## src/kts_pkg.sv

```systemverilog
package kts_pkg;

	localparam int LINE_BITS_DEF   = 32;
	localparam int COLUMN_BITS_DEF = 16;

	// fixed widths of the token fields
	localparam int TOK_LINE_W = 32;
	localparam int TOK_COL_W  = 16;
	localparam int PROG_W     = 3;

	typedef enum logic [1:0] {
		MODE_IDLE    = 2'd0,
		MODE_COMMENT = 2'd1,
		MODE_MATCH   = 2'd2,
		MODE_DONE    = 2'd3
	} scan_mode_t;

	localparam logic [3:0] KIND_I       = 4'd0;
	localparam logic [3:0] KIND_USE     = 4'd1;
	localparam logic [3:0] KIND_ARCH    = 4'd2;
	localparam logic [3:0] KIND_LINUX   = 4'd3;
	localparam logic [3:0] KIND_BTW     = 4'd4;
	localparam logic [3:0] KIND_BY      = 4'd5;
	localparam logic [3:0] KIND_THE     = 4'd6;
	localparam logic [3:0] KIND_WAY     = 4'd7;
	localparam logic [3:0] KIND_GENTOO  = 4'd8;
	localparam logic [3:0] KIND_INVALID = 4'd9;
	localparam logic [3:0] KIND_END     = 4'd10;

	localparam logic [7:0] CH_TAB   = 8'h09;
	localparam logic [7:0] CH_NL    = 8'h0A;
	localparam logic [7:0] CH_CR    = 8'h0D;
	localparam logic [7:0] CH_SPACE = 8'h20;
	localparam logic [7:0] CH_SEMI  = 8'h3B;

	typedef struct packed {
		logic [3:0]            kind;
		logic [TOK_LINE_W-1:0] line;
		logic [TOK_COL_W-1:0]  column;
		logic                  last;
	} tok_t;

	typedef struct packed {
		logic       hit;
		logic [3:0] kind;
	} first_t;

	function automatic first_t kw_first(input logic [7:0] b);
		first_t r;
		r.hit  = 1'b1;
		r.kind = KIND_I;
		unique case (b)
			"i":     r.kind = KIND_I;
			"u":     r.kind = KIND_USE;
			"a":     r.kind = KIND_ARCH;
			"l":     r.kind = KIND_LINUX;
			"b":     r.kind = KIND_BTW;
			"t":     r.kind = KIND_THE;
			"w":     r.kind = KIND_WAY;
			"g":     r.kind = KIND_GENTOO;
			default: r.hit  = 1'b0;
		endcase
		return r;
	endfunction

	function automatic logic [PROG_W-1:0] suffix_len(input logic [3:0] k);
		logic [PROG_W-1:0] r;
		unique case (k)
			KIND_USE:    r = 3'd2;
			KIND_ARCH:   r = 3'd3;
			KIND_LINUX:  r = 3'd4;
			KIND_BTW:    r = 3'd2;
			KIND_THE:    r = 3'd2;
			KIND_WAY:    r = 3'd2;
			KIND_GENTOO: r = 3'd5;
			default:     r = 3'd0;
		endcase
		return r;
	endfunction

	// expected letter at position p of the keyword's remaining suffix
	function automatic logic [7:0] suffix_char(input logic [3:0] k, input logic [PROG_W-1:0] p);
		logic [7:0] r;
		r = 8'h00;
		unique case (k)
			KIND_USE:    r = (p == 3'd0) ? "s" : "e";
			KIND_ARCH:   r = (p == 3'd0) ? "r" : (p == 3'd1) ? "c" : "h";
			KIND_LINUX:  r = (p == 3'd0) ? "i" : (p == 3'd1) ? "n" :
			                 (p == 3'd2) ? "u" : "x";
			KIND_BTW:    r = (p == 3'd0) ? "t" : "w";
			KIND_THE:    r = (p == 3'd0) ? "h" : "e";
			KIND_WAY:    r = (p == 3'd0) ? "a" : "y";
			KIND_GENTOO: r = (p == 3'd0) ? "e" : (p == 3'd1) ? "n" :
			                 (p == 3'd2) ? "t" : "o";
			default:     r = 8'h00;
		endcase
		return r;
	endfunction

endpackage

```

## src/keyword_token_scanner_core.sv

```systemverilog
// channel | handshake          | payload
// src     | src_valid/src_stall | source_byte, end_of_stream
// tok     | tok_valid/tok_stall | token_kind, token_line, token_column, last_of_run
//
// one source item per cycle while tok_stall is low and each item yields at most one token;
// an item that yields two tokens holds the input while the second drains.
// item path: input register, scan logic, two-slot token register.
// arst_n clears the scan state, counters (line 1, column 0) and all valid flags.
// src_stall rises only while the input register is full and the token slots are busy.
module keyword_token_scanner_core #(
	parameter int LINE_BITS   = kts_pkg::LINE_BITS_DEF,
	parameter int COLUMN_BITS = kts_pkg::COLUMN_BITS_DEF
) (
	input  logic                              clk,
	input  logic                              arst_n,
	input  logic                              src_valid,
	output logic                              src_stall,
	input  logic [7:0]                        source_byte,
	input  logic                              end_of_stream,
	output logic                              tok_valid,
	input  logic                              tok_stall,
	output logic [3:0]                        token_kind,
	output logic [kts_pkg::TOK_LINE_W-1:0]    token_line,
	output logic [kts_pkg::TOK_COL_W-1:0]     token_column,
	output logic                              last_of_run
);
	import kts_pkg::*;

	localparam int LW = (LINE_BITS > TOK_LINE_W) ? LINE_BITS : TOK_LINE_W;
	localparam int CW = (COLUMN_BITS > TOK_COL_W) ? COLUMN_BITS : TOK_COL_W;

	// input stage
	logic       valid_s1;
	logic [7:0] byte_s1;
	logic       eos_s1;
	logic       go;

	// scan state
	scan_mode_t             mode_q, mode_n;
	logic [PROG_W-1:0]      prog_q, prog_n;
	logic [3:0]             kind_q, kind_n;
	logic [LINE_BITS-1:0]   sline_q, sline_n, line_q, line_n, line_inc;
	logic [COLUMN_BITS-1:0] scol_q, scol_n, col_q, col_n, col1, col2;

	// token slots
	tok_t       slot0_q, slot1_q, tok_a, tok_b;
	logic [1:0] cnt_q, n_tok;
	logic       room, out_fire;

	logic   is_nl, is_sp, is_semi, by_hit, suf_hit, idle_emit, token_char;
	logic [PROG_W-1:0] slen, prog_inc;
	first_t first;

	function automatic logic [TOK_LINE_W-1:0] to_line(input logic [LINE_BITS-1:0] x);
		logic [LW-1:0] w;
		w = LW'(x);
		return w[TOK_LINE_W-1:0];
	endfunction

	function automatic logic [TOK_COL_W-1:0] to_col(input logic [COLUMN_BITS-1:0] x);
		logic [CW-1:0] w;
		w = CW'(x);
		return w[TOK_COL_W-1:0];
	endfunction

	function automatic tok_t mk_tok(input logic [3:0] k, input logic [LINE_BITS-1:0] l,
	                                input logic [COLUMN_BITS-1:0] c);
		tok_t t;
		t.kind   = k;
		t.line   = to_line(l);
		t.column = to_col(c);
		t.last   = 1'b0;
		return t;
	endfunction

	assign room      = (cnt_q == 2'd0) || (cnt_q == 2'd1 && !tok_stall);
	assign go        = valid_s1 && room;
	assign src_stall = valid_s1 && !room;
	assign out_fire  = tok_valid && !tok_stall;

	always_ff @(posedge clk or negedge arst_n) begin
		if (!arst_n) begin
			valid_s1 <= 1'b0;
		end else if (src_valid && !src_stall) begin
			valid_s1 <= 1'b1;
		end else if (go) begin
			valid_s1 <= 1'b0;
		end
	end

	always_ff @(posedge clk) begin
		if (src_valid && !src_stall) begin
			byte_s1 <= source_byte;
			eos_s1  <= end_of_stream;
		end
	end

	// byte classes and keyword match
	assign is_nl     = (byte_s1 == CH_NL);
	assign is_semi   = (byte_s1 == CH_SEMI);
	assign is_sp     = (byte_s1 == CH_TAB) || is_nl || (byte_s1 == CH_CR) || (byte_s1 == CH_SPACE);
	assign first     = kw_first(byte_s1);
	assign slen      = suffix_len(kind_q);
	assign prog_inc  = prog_q + PROG_W'(1);
	assign by_hit    = (kind_q == KIND_BTW) && (prog_q == '0) && (byte_s1 == "y");
	assign suf_hit   = (prog_q < slen) && (byte_s1 == suffix_char(kind_q, prog_q));
	assign idle_emit = !is_sp && !is_semi && !first.hit;
	assign token_char = !is_sp && !is_semi;

	// saturating counters
	assign line_inc = (line_q == '1) ? line_q : line_q + LINE_BITS'(1);
	assign col1     = (col_q == '1) ? col_q : col_q + COLUMN_BITS'(1);
	assign col2     = (col1 == '1) ? col1 : col1 + COLUMN_BITS'(1);

	// next state
	always_comb begin
		mode_n  = mode_q;
		prog_n  = prog_q;
		kind_n  = kind_q;
		sline_n = sline_q;
		scol_n  = scol_q;
		line_n  = line_q;
		col_n   = col_q;
		if (eos_s1) begin
			unique case (mode_q)
				MODE_COMMENT: begin
					line_n = line_inc;
					col_n  = COLUMN_BITS'(1);
				end
				MODE_MATCH: col_n = col2;
				default:    col_n = col1;
			endcase
			mode_n = MODE_IDLE;
			prog_n = '0;
		end else begin
			unique case (mode_q)
				MODE_COMMENT: begin
					if (is_nl) begin
						line_n = line_inc;
						col_n  = '0;
						mode_n = MODE_IDLE;
					end else begin
						col_n = col1;
					end
				end
				MODE_MATCH: begin
					col_n = col1;
					if (by_hit) begin
						kind_n = KIND_BY;
						prog_n = '0;
						mode_n = MODE_DONE;
					end else if (suf_hit) begin
						prog_n = prog_inc;
						if (prog_inc >= slen) mode_n = MODE_DONE;
					end else begin
						prog_n = '0;
						mode_n = MODE_IDLE;
					end
				end
				default: begin
					// idle, or a finished keyword whose follower is scanned afresh
					mode_n = MODE_IDLE;
					if (mode_q == MODE_DONE) prog_n = '0;
					if (is_nl) begin
						line_n = line_inc;
						col_n  = '0;
					end else begin
						col_n = col1;
						if (is_semi) begin
							mode_n = MODE_COMMENT;
						end else if (!is_sp) begin
							sline_n = line_q;
							scol_n  = col1;
							prog_n  = '0;
							if (first.hit) begin
								kind_n = first.kind;
								mode_n = (first.kind == KIND_I) ? MODE_DONE : MODE_MATCH;
							end
						end
					end
				end
			endcase
		end
	end

	// emitted tokens
	always_comb begin
		n_tok = 2'd0;
		tok_a = mk_tok(KIND_END, line_q, col1);
		tok_b = mk_tok(KIND_END, line_q, col1);
		if (eos_s1) begin
			unique case (mode_q)
				MODE_COMMENT: begin
					tok_a = mk_tok(KIND_END, line_inc, COLUMN_BITS'(1));
					n_tok = 2'd1;
				end
				MODE_MATCH: begin
					tok_a = mk_tok(KIND_INVALID, sline_q, scol_q);
					tok_b = mk_tok(KIND_END, line_q, col2);
					n_tok = 2'd2;
				end
				MODE_DONE: begin
					tok_a = mk_tok(kind_q, sline_q, scol_q);
					n_tok = 2'd2;
				end
				default: n_tok = 2'd1;
			endcase
		end else begin
			unique case (mode_q)
				MODE_MATCH: begin
					if (!by_hit && !suf_hit) begin
						tok_a = mk_tok(KIND_INVALID, sline_q, scol_q);
						n_tok = 2'd1;
					end
				end
				MODE_DONE: begin
					tok_a = mk_tok(token_char ? KIND_INVALID : kind_q, sline_q, scol_q);
					tok_b = mk_tok(KIND_INVALID, line_q, col1);
					n_tok = idle_emit ? 2'd2 : 2'd1;
				end
				MODE_IDLE: begin
					if (idle_emit) begin
						tok_a = mk_tok(KIND_INVALID, line_q, col1);
						n_tok = 2'd1;
					end
				end
				default: n_tok = 2'd0;
			endcase
		end
		tok_a.last = (n_tok == 2'd1);
		tok_b.last = 1'b1;
	end

	always_ff @(posedge clk or negedge arst_n) begin
		if (!arst_n) begin
			mode_q  <= MODE_IDLE;
			prog_q  <= '0;
			kind_q  <= KIND_I;
			sline_q <= LINE_BITS'(1);
			scol_q  <= '0;
			line_q  <= LINE_BITS'(1);
			col_q   <= '0;
		end else if (go) begin
			mode_q  <= mode_n;
			prog_q  <= prog_n;
			kind_q  <= kind_n;
			sline_q <= sline_n;
			scol_q  <= scol_n;
			line_q  <= line_n;
			col_q   <= col_n;
		end
	end

	// two-slot result register, slot0 is the head
	always_ff @(posedge clk or negedge arst_n) begin
		if (!arst_n) begin
			cnt_q <= 2'd0;
		end else if (go && n_tok != 2'd0) begin
			cnt_q <= n_tok;
		end else if (out_fire) begin
			cnt_q <= (cnt_q == 2'd2) ? 2'd1 : 2'd0;
		end
	end

	always_ff @(posedge clk) begin
		if (go && n_tok != 2'd0) begin
			slot0_q <= tok_a;
			slot1_q <= tok_b;
		end else if (out_fire && cnt_q == 2'd2) begin
			slot0_q <= slot1_q;
		end
	end

	assign tok_valid    = (cnt_q != 2'd0);
	assign token_kind   = slot0_q.kind;
	assign token_line   = slot0_q.line;
	assign token_column = slot0_q.column;
	assign last_of_run  = slot0_q.last;

endmodule

```

## config.mk

```make
export PLATFORM = sky130hd
export DESIGN_NAME = keyword_token_scanner_core
export DESIGN_NICKNAME = d
export VERILOG_FILES = /design/src/kts_pkg.sv /design/src/keyword_token_scanner_core.sv
export SDC_FILE = /design/constraint.sdc
export NUM_CORES = 1
export LEC_CHECK = 0
export BUFFER_PORTS_ARGS = -buffer_cell sky130_fd_sc_hd__buf_2
export CAP_MARGIN = 5
export CORE_AREA = 2 2 163 165
export CTS_CLUSTER_DIAMETER = 120
export DETAILED_ROUTE_END_ITERATION = 10
export DIE_AREA = 0 0 165 167
export MAX_ROUTING_LAYER = met4
export PLACE_DENSITY = 0.67
export SETUP_SLACK_MARGIN = 0.2
export SLEW_MARGIN = 10
export SYNTH_ARGS = -nofsm -noshare
export SYNTH_HDL_FRONTEND = slang
export SYNTH_SLANG_ARGS = --single-unit
```

## constraint.sdc

```tcl
create_clock -name clk -period 9.15 [get_ports clk]
set_input_delay 0 -clock clk [delete_from_list [all_inputs] [get_ports clk]]
set_output_delay 0 -clock clk [all_outputs]
set_load 0.01 [all_outputs]
```

Yosys cells after proc, flatten, opt, wreduce, memory -nomap -nowiden
Cells that the tools add are included.
Storage, ports and cells
  output and inout port bits: 55
  word-level logic and storage cells: 191
  bits in writable memories: 0
  bits in latches: 0
  memories kept: 0
  input port bits: 13
  register bits: 222
  bits in read-only memories: 0
Cells by class
  reductions and logical operators: 45
  div/mod/pow operators: 0
  add/sub/neg operators: 4
  order comparisons: 2
  mux-type cells: 74
  shift operators: 0
  $mul: 0
  bitwise operators: 6
  equality and inequality tests: 42
Operator list (count)
  $pmux W53 S3: 2
  $mux W51: 4
  $mux W32: 5
  $mux W53: 3
  $mux W16: 5
  $eq A8 B7 Y1 const B: 9
  $pmux W7 S7: 1
  $mux W5: 8
  $mux W4: 9
  $add A16 B1 Y16 const B: 2
  $add A32 B1 Y32 const B: 1
  $eq A16 B16 Y1 const B: 2
  $eq A32 B32 Y1 const B: 1
  $pmux W16 S2: 1
  $mux W2: 15
  $pmux W4 S7: 1
  $eq A8 B4 Y1 const B: 3
  $mux W3: 7
  $mux W17: 1
  $eq A8 B6 Y1 const B: 2
  $reduce_bool A2 Y1: 7
  $logic_and A1 B1 Y1: 13
  $eq A4 B3 Y1 const B: 3
  $pmux W3 S4: 1
  other kinds (34): 67

Depth between registers and ports, before layout
Gate-level depths: netlist (run 1).
  depth in word-level cells: 15
  mapped depth: 16
  mapped depth without buffers: 13

Worst setup path before layout (run 1)
OpenSTA, ideal clock, no wires.
  path kind: flip-flop to flip-flop
  from: register kind_q[2]
  to: register slot0_q, in the netlist last_of_run (enable)
  required time: 8731 ps
  slack: 4889 ps
  arrival: 3842 ps
  cell stages (with the launch flop): 15
  path through: dfrtp_1 -> buf_2 -> clkbuf_1 -> nor2_1 -> a211o_1 -> ha_1 -> nor2b_1 -> o21ai_0 -> nand3b_1 -> mux2i_1 -> o2111ai_1 -> o21ai_0 -> a31oi_1 -> clkbuf_1 -> nand2b_1
On the way
  longest elaborated chain between the ends: 13
  elaborated cells between the ends (all ways): 24
  those cells by class: order compare (1); eq/ne (8); mux (5); reduce/logical (10)
RTL lines
  from (decl): RTL line keyword_token_scanner_core.sv:41  | logic [3:0] kind_q, kind_n;
  from (signal assigned): RTL line keyword_token_scanner_core.sv:246  | kind_q <= kind_n;
  $eq A4 B3 Y1 (tied with other cells): RTL line kts_pkg.sv:68, kts_pkg.sv:85, keyword_token_scanner_core.sv:105
  $reduce_or A4 Y1 (no source line)
  $pmux W3 S4: RTL line kts_pkg.sv:68  | unique case (k)
  $lt A3 B3 Y1: RTL line keyword_token_scanner_core.sv:106  | assign suf_hit = (prog_q < slen) && (byte_s1 == suffix_char(kind_q, prog_q));
  $logic_and A1 B1 Y1: RTL line keyword_token_scanner_core.sv:106
  $logic_not A1 Y1: RTL line keyword_token_scanner_core.sv:211  | if (!by_hit && !suf_hit) begin
  $logic_and A1 B1 Y1 *: RTL line keyword_token_scanner_core.sv:211
  $mux W1 *: RTL line keyword_token_scanner_core.sv:211
  $pmux W2 S3 *: RTL line keyword_token_scanner_core.sv:209  | unique case (mode_q)
  $mux W2 *: RTL line keyword_token_scanner_core.sv:191  | if (eos_s1) begin
  $reduce_bool A2 Y1 *: RTL line keyword_token_scanner_core.sv:266  | if (go && n_tok != 2'd0) begin
  $logic_and A1 B1 Y1 *: RTL line keyword_token_scanner_core.sv:266
  $reduce_bool A2 Y1 (no source line) *
  to (signal assigned): RTL line keyword_token_scanner_core.sv:267  | slot0_q <= tok_a;
  to (signal assigned): RTL line keyword_token_scanner_core.sv:270  | slot0_q <= slot1_q;
  to (decl): RTL line keyword_token_scanner_core.sv:46  | tok_t slot0_q, slot1_q, tok_a, tok_b;
Every way passes the cells marked *; elsewhere a longest branch is shown, timed or not.
A chain may end at the register's enable or synchronous reset.

Worst setup path in the final report (run 1)
  from: register kind_q[3]
  to: register slot0_q, in the netlist token_kind[1] (data pin)
On the way
  longest elaborated chain between the ends: 13
  elaborated cells between the ends (all ways): 27
  those cells by class: order compare (1); eq/ne (8); mux (9); reduce/logical (9)
RTL lines (RTL line)
  $eq A4 B3 Y1 (tied with other cells): kts_pkg.sv:68, kts_pkg.sv:85, keyword_token_scanner_core.sv:105
  $reduce_or A4 Y1 (no source line)
  $pmux W3 S4: kts_pkg.sv:68
  $lt A3 B3 Y1: keyword_token_scanner_core.sv:106
  $logic_and A1 B1 Y1: keyword_token_scanner_core.sv:106
  $logic_not A1 Y1: keyword_token_scanner_core.sv:211
  $logic_and A1 B1 Y1 *: keyword_token_scanner_core.sv:211
  $mux W1: keyword_token_scanner_core.sv:211
  $pmux W2 S3: keyword_token_scanner_core.sv:209
  $mux W2: keyword_token_scanner_core.sv:191
  $reduce_bool A2 Y1: keyword_token_scanner_core.sv:266
  $logic_and A1 B1 Y1: keyword_token_scanner_core.sv:266
  $mux W53 *: keyword_token_scanner_core.sv:266
Marks and branches as above.

==> impl_metrics.ini, run 1 <==
[run_status]
outcome = complete, but fails checks
failed_checks = hold timing

[timing]
max_slew_margin = 0.260
tightest_slew_ns = 1.11
min_period_ns = 4.95
rsz0062_at_grt = false
fmax_ghz = 0.202
finalHoldViolations = 2
fin_crit_sh = 0.541
hold_ws_ns = -0.000956
finalSetupViolations = 0
finalClockSkew_ns = 0.0183
drv_slew = 0
worst_slack_ns = 4.20
setup_tns_ns = 0

[setup_path]
cp.arrival_ns = 5.23
crit_path_start_kind = flip-flop
cp.buffers_inverters = 2
required_ns = 9.44
cp.depth = 12
path_class = flip-flop to flip-flop
worst_path_max_delay_cell = buf_4
end_kind = flip-flop
ff2ff_setup_slack_ns = 4.20
max_stage_delay_ns = 0.85
cp_top_family = buffers and inverters
reg2reg_from = kind_q[3]$_DFFE_PN0P_
cp_cell_sequence = nor4b_2 -> a31oi_1 -> ha_1 -> o21ai_0 -> nand3_1 -> mux2i_1 -> o2111ai_1 -> o21ai_0 -> a31oi_4 -> buf_4 -> buf_4 -> mux2_2
rr_worst_depth = 12
worst_r2r_endpoint = token_kind[1]$_DFFE_PP_
crit_path_start = kind_q[3]$_DFFE_PN0P_
worstPathMaxFanout = 89
endpoint = token_kind[1]$_DFFE_PP_

[placed_design]
dp_hpwl_um = 22200
place.gp.congestion = 0.878
place_area_sq_mm = 0.0131
dp.cells = 1645
pre_cts_ws_ns = 4.26
port_buffers = 67

[clock_tree]
cts_sinks = 220
ctsHtreeMaxLevel = 1
clockRootBuffer = clkbuf_16
clk_latency_ns = 0.54
cts_buffer_depth = 3
numCtsBuffers = 25
clkTransAtPathRegs_ns = 0.06
tritoncts = done
cts_resized = 0

[finish]
drive_above_1_share = 0.142
antennaDiodeCount = 0
fillers = 2266
finalNetCount = 1379
fin_cells = 1703
multi_input_area_sq_mm = 0.00612
register_area_sq_mm = 0.00607
area_growth_pct = 10.7
finish.instance_area_sq_mm = 0.0141

[grt]
overflow = 0
grt_first_pass_wirelength_um = 55300
grt_max_degree = 90
grt_usage = 0.259
grt_pass1_vias = 10068
antenna_found_initial = 0

[logic_synthesis]
synth-edff-count = 112
synthArstFlopShare = 0.491
ys_seq_area_frac = 0.478
synth_nets = 1364
ys_seq_elements = 220
synth_flop_cell = edfxtp_1
synthCells = 1334
syn_area_per_cell_sq_um = 9.52
synth_warnings = 0
synthDominantCellAreaShare = 0.265
synth_cell_types = 88
synth_area_sq_mm = 0.0127
yosys.area.top_type = edfxtp_1
synth.area.top_cells = edfxtp_1 (26%), dfrtp_1 (21%), nor2_1 (4.6%)

[route]
wl_per_cell_um = 20.4
drc_errors = 0
drt-total-wl_um = 34700
first_pass_iters = 5
ant_nets = 0
vias = 10656
drtIter0Drc = 1055
via_per_inst = 6.26

[power_and_ir_drop]
power_switching_uw = 968
peakVddDrop_v = 0.000158
seqPwrFrac = 0.452
power_frac_comb = 0.222
p_leak_uw = 0.00537
switching_share = 0.322
p_clk_frac = 0.326
intPower_uw = 2040
power_density_mw_per_mm2 = 214

[floorplan]
initial_utilization = 0.493
die_area_sq_mm = 0.0276
num_io_pins = 68
row_count = 59
core_sq_mm = 0.0258
die_x_um = 165
dieHeight_um = 167

[hold_path]
hold_path.class = input pin to async pin

[flow_run]
maxCapViolations = 0
## layer usage
metal,part of all wire,up-vias,GRT usage
li1,-,4982,-
met1,0.45,5161,0.367
met2,0.45,429,0.393
met3,0.065,84,0.0232
met4,0.032,0,0.0854
met5,0,-,-
## worst reg2reg max path, delay by kind of cell, from the launching register on
kind | cells | cell delay [ns]
buffers and inverters | 2 | 1.44
AOI/OAI and AO/OA | 5 | 0.96
DFF | 1 | 0.78
and+or+nand+nor | 2 | 0.58
muxes | 2 | 0.56
adders and majority gates | 1 | 0.37
## power groups by stage
stage / clock network [uW] / logic [uW] / registers [uW]
3_3_place_gp: 0 / 641 / 1370
3_5_place_dp: 0 / 652 / 1370
2_1_floorplan: 0 / 497 / 1330
5_1_grt: 1030 / 733 / 1380
4_1_cts: 996 / 660 / 1350
6_report: 981 / 666 / 1360
## flip-flops by register name, indices dropped and copies added (netlist names)
register	count
byte_s1	8
prog_q	3
slot1_q	50
cnt_q	2
line_q	32
eos_s1	1
sline_q	32
mode_q	2
kind_q	4
last_of_run	1
scol_q	16
token_line	32
valid_s1	1
token_column	16
col_q	16
token_kind	4
## placed cells by master, fill, tap and decap left out, types with 8 or more instances in the layout
cell type / instances
inv_1: 22
nor3_1: 18
a32oi_1: 8
dfrtp_1: 106
dlygate4sd3_1: 12
o22ai_1: 12
buf_2: 66
a21oi_1: 74
nor4_1: 11
mux2i_1: 9
nor2_1: 155
nand4_1: 15
nor2b_1: 9
xor2_1: 24
o31ai_1: 9
and3_1: 14
and2_1: 10
a221oi_1: 18
o21ai_0: 71
a41oi_1: 8
a31oi_1: 55
buf_4: 15
a22oi_1: 15
clkbuf_16: 25
nand2_1: 153
nand3_1: 37
ha_1: 17
a22o_1: 9
xnor2_1: 32
nand3b_1: 8
a211oi_1: 8
mux2_2: 44
edfxtp_1: 112
nand2b_1: 17
## per-stage QoR
step	utilization	power [uW]
finish	0.546	3010
global route	0.546	3140
CTS	0.546	3010
detailed placement	0.510	2030
global placement	0.510	2010
floorplan	-	1820
## final cells by class
| class | instances | share of cell area |
|---|---|---|
| well taps | 335 | 0.0298 |
| flip-flops and latches | 220 | 0.432 |
| multi-input cells | 985 | 0.435 |
| inverters | 24 | 0.00641 |
| clock buffers | 33 | 0.0481 |
| repair buffers | 93 | 0.0401 |
| clock inverters | 13 | 0.00854 |
## synthesized netlist by cell type (24+ instances only)
| cell | n |
|---|---|
| nand3_1 | 38 |
| xor2_1 | 24 |
| a31oi_1 | 56 |
| o21ai_0 | 71 |
| edfxtp_1 | 112 |
| clkbuf_1 | 73 |
| nand2_1 | 153 |
| dfrtp_1 | 106 |
| a21oi_1 | 74 |
| nor2_1 | 155 |
| xnor2_1 | 32 |
| mux2_2 | 44 |
## worst min path at each step
stage	depth (start not counted)	slack, ns	endpoint
global route	2	0.06	col_q[11]$_DFFE_PN0P_
finish	2	-0.001	col_q[11]$_DFFE_PN0P_
CTS	2	0.01	col_q[11]$_DFFE_PN0P_
global placement	1	0.04	col_q[10]$_DFFE_PN0P_
detailed placement	1	0.04	col_q[11]$_DFFE_PN0P_
floorplan	0	-0.30	cnt_q[0]$_DFFE_PN0P_
## cell families (layout without fill, tap and decap cells)
| group | after synthesis | in the layout | synth area share |
|---|---|---|---|
| AOI/OAI and AO/OA | 369 | 369 | 0.195 |
| DFF | 220 | 220 | 0.478 |
| buffers and inverters | 129 | 163 | 0.0422 |
| muxes | 54 | 54 | 0.0472 |
| and+or+nand+nor | 489 | 489 | 0.183 |
| xor gates and xnor gates | 56 | 56 | 0.0386 |
| adders and majority gates | 17 | 17 | 0.0167 |
## timing repair
action	CTS	global route
hold buffers	12	0
hold endpoints to repair	51	0
buffers inserted	0	0
No activity file was read; power rests on OpenSTA's default activity.
==> run 2: changes to the inputs <==
- PLACE_DENSITY: 0.67 -> 0.69
- clock period: 9.15 -> 4.08 ns (I/O delays scaled with it)
==> run 2 against run 1 <==
The flow now finishes without violations. Combinational power grew 140%. Critical path type unchanged. Routed wire length grew 0.65%. Count of clock-buffer cells in the layout shrank 4. Sequential cell count is the same. Sequential power grew 120%. Core utilization grew 1.6 points. Largest cell class unchanged. Global-route usage grew 0.47 points. Critical path depth grew 1. Final cell count grew 2.4%.
==> impl_metrics.ini, run 2 (synthesized netlist as in run 1, its figures left out) <==
[run_status]
outcome = finished clean

[finish]
utilization = 0.562
layout_common_cells = nor2_1 (154), nand2_1 (153), edfxtp_1 (112)
antennaDiodeCount = 0
regMostFlops = slot1_q
area_growth_pct = 14.0
drive_above_1_share = 0.175
finalNetCount = 1421
fillers = 2209
final_common_cell = nor2_1
largest_register_ffs = 50

[power_and_ir_drop]
p_leak_uw = 0.00562
power_density_mw_per_mm2 = 479
peakVddDrop_v = 0.000304

[clock_tree]
clkTransAtPathRegs_ns = 0.06
numCtsBuffers = 25
ctsHtreeMaxLevel = 1
cts_sinks = 220
clockRootBuffer = clkbuf_16
clk_latency_ns = 0.55
post-cts-setup-buffers = 0
tritoncts = done
cts_buffer_depth = 3

[timing]
finalSetupViolations = 0
hold_ws_ns = 0.0122
finalHoldViolations = 0
finalClockSkew_ns = 0.0164
max_slew_margin = 0.154
setup_tns_ns = 0
fmax_ghz = 0.268
fin_crit_sh = 0.915
min_period_ns = 3.73
drv_slew = 0
tightest_slew_ns = 1.24
rsz0062_at_grt = true

[setup_path]
max_stage_delay_ns = 0.52
cp.depth = 13
rr_worst_depth = 13
cp.arrival_ns = 4.22
required_ns = 4.56
path_class = flip-flop to flip-flop
worstPathMaxFanout = 11
ff2ff_setup_slack_ns = 0.35
cp_cell_sequence = and4_4 -> nand4_4 -> nor2_1 -> mux2i_1 -> inv_1 -> ha_1 -> o2111a_1 -> nand4_1 -> nor3_1 -> buf_4 -> or4_1 -> a21oi_1 -> a221o_1
cp.buffers_inverters = 2
crit_path_start_kind = flip-flop
cp_top_family = simple AND/OR/NAND/NOR gates
end_kind = flip-flop
worst_path_max_delay_cell = dfrtp_1

[hold_path]
hold_path.class = input pin to async pin

[floorplan]
row_count = 59
dieHeight_um = 167
die_x_um = 165
initial_utilization = 0.493
core_sq_mm = 0.0258
die_area_sq_mm = 0.0276
num_io_pins = 68

[flow_run]
maxCapViolations = 0

[route]
wl_per_cell_um = 20.0
ant_nets = 0
vias = 10790
drt-total-wl_um = 34900
drtIter0Drc = 1172
via_per_inst = 6.19
first_pass_iters = 5
drc_errors = 0

[grt]
grt_pass1_vias = 10195
overflow = 0
antenna_found_initial = 0
grt_usage = 0.264
grt_max_degree = 81
grt_first_pass_wirelength_um = 56200

[placed_design]
dp_hpwl_um = 23400
port_buffers = 67
place.gp.congestion = 0.901
==> run 2: cell types whose count changed in the layout (fill, tap and decap cells not counted), moves of 2 or more <==
| cell | before | now |
|---|---|---|
| buf_12 | 0 | 3 |
| buf_4 | 15 | 52 |
| bufinv_16 | 1 | 3 |
| clkbuf_1 | 6 | 2 |
| dfrtp_1 | 106 | 104 |
| dfrtp_2 | 0 | 2 |
==> run 2: per-stage QoR <==
step                power [uW]  cells  cell area [sq um]  worst slack [ns]
CTS                       6960   1744              14500             0.300
detailed placement        4620   1685              13500             0.126
global placement          4600   1685              13500             0.245
global route              7280   1744              14500             0.180
floorplan                 4090   1334              12700             0.351
finish                    6940   1744              14500             0.348
==> run 2: layer usage <==
layer	vias up	GRT usage	part of all wire
met1	5248	0.372	0.44
met5	-	-	0
met4	0	0.0730	0.020
met3	59	0.0314	0.071
li1	5064	-	-
met2	419	0.403	0.47
==> run 2: power breakdown <==
group / internal, uW / switching, uW / total [uW]
clock network: 1360 / 951 / 2310
logic: 656 / 946 / 1600
registers: 2750 / 282 / 3030
==> run 2: worst paths after layout <==
path                                       start                     end
max                         col_q[6]$_DFFE_PN0P_    col_q[5]$_DFFE_PN0P_
max in group asynchronous                 arst_n   line_q[0]$_DFFE_PN1P_
min reg2reg                scol_q[9]$_DFFE_PN0P_   scol_q[9]$_DFFE_PN0P_
min in group clk                  source_byte[6]    byte_s1[6]$_DFFE_PP_
max reg2reg                 col_q[6]$_DFFE_PN0P_    col_q[5]$_DFFE_PN0P_
min                                       arst_n  scol_q[12]$_DFFE_PN0P_
==> run 2: what timing repair did <==
| action | in CTS | in global routing |
|---|---|---|
| hold buffers | 14 | 0 |
| endpoints found under the setup margin | 60 | 53 |
| hold endpoints to repair | 45 | 0 |
| gates resized for setup | 3 | 8 |
==> run 2: area by class of cell <==
class                           instances  area, sq um  area share
Clock inverter                         16          181      0.0125
Inverter                               24         90.1     0.00622
Multi-Input combinational cell        985         6140       0.424
Tap cell                              335          419      0.0289
Sequential cell                       220         6070       0.419
Clock buffer                           29          661      0.0456
Timing Repair Buffer                  135          922      0.0637
==> run 2: worst register-to-register path, cell delays in order (launching register included) <==
cell	delay (ns)
dfrtp_1	0.52
and4_4	0.33
nand4_4	0.19
nor2_1	0.22
mux2i_1	0.41
inv_1	0.14
ha_1	0.29
o2111a_1	0.19
nand4_1	0.20
nor3_1	0.12
buf_4	0.19
or4_1	0.50
a21oi_1	0.21
a221o_1	0.16
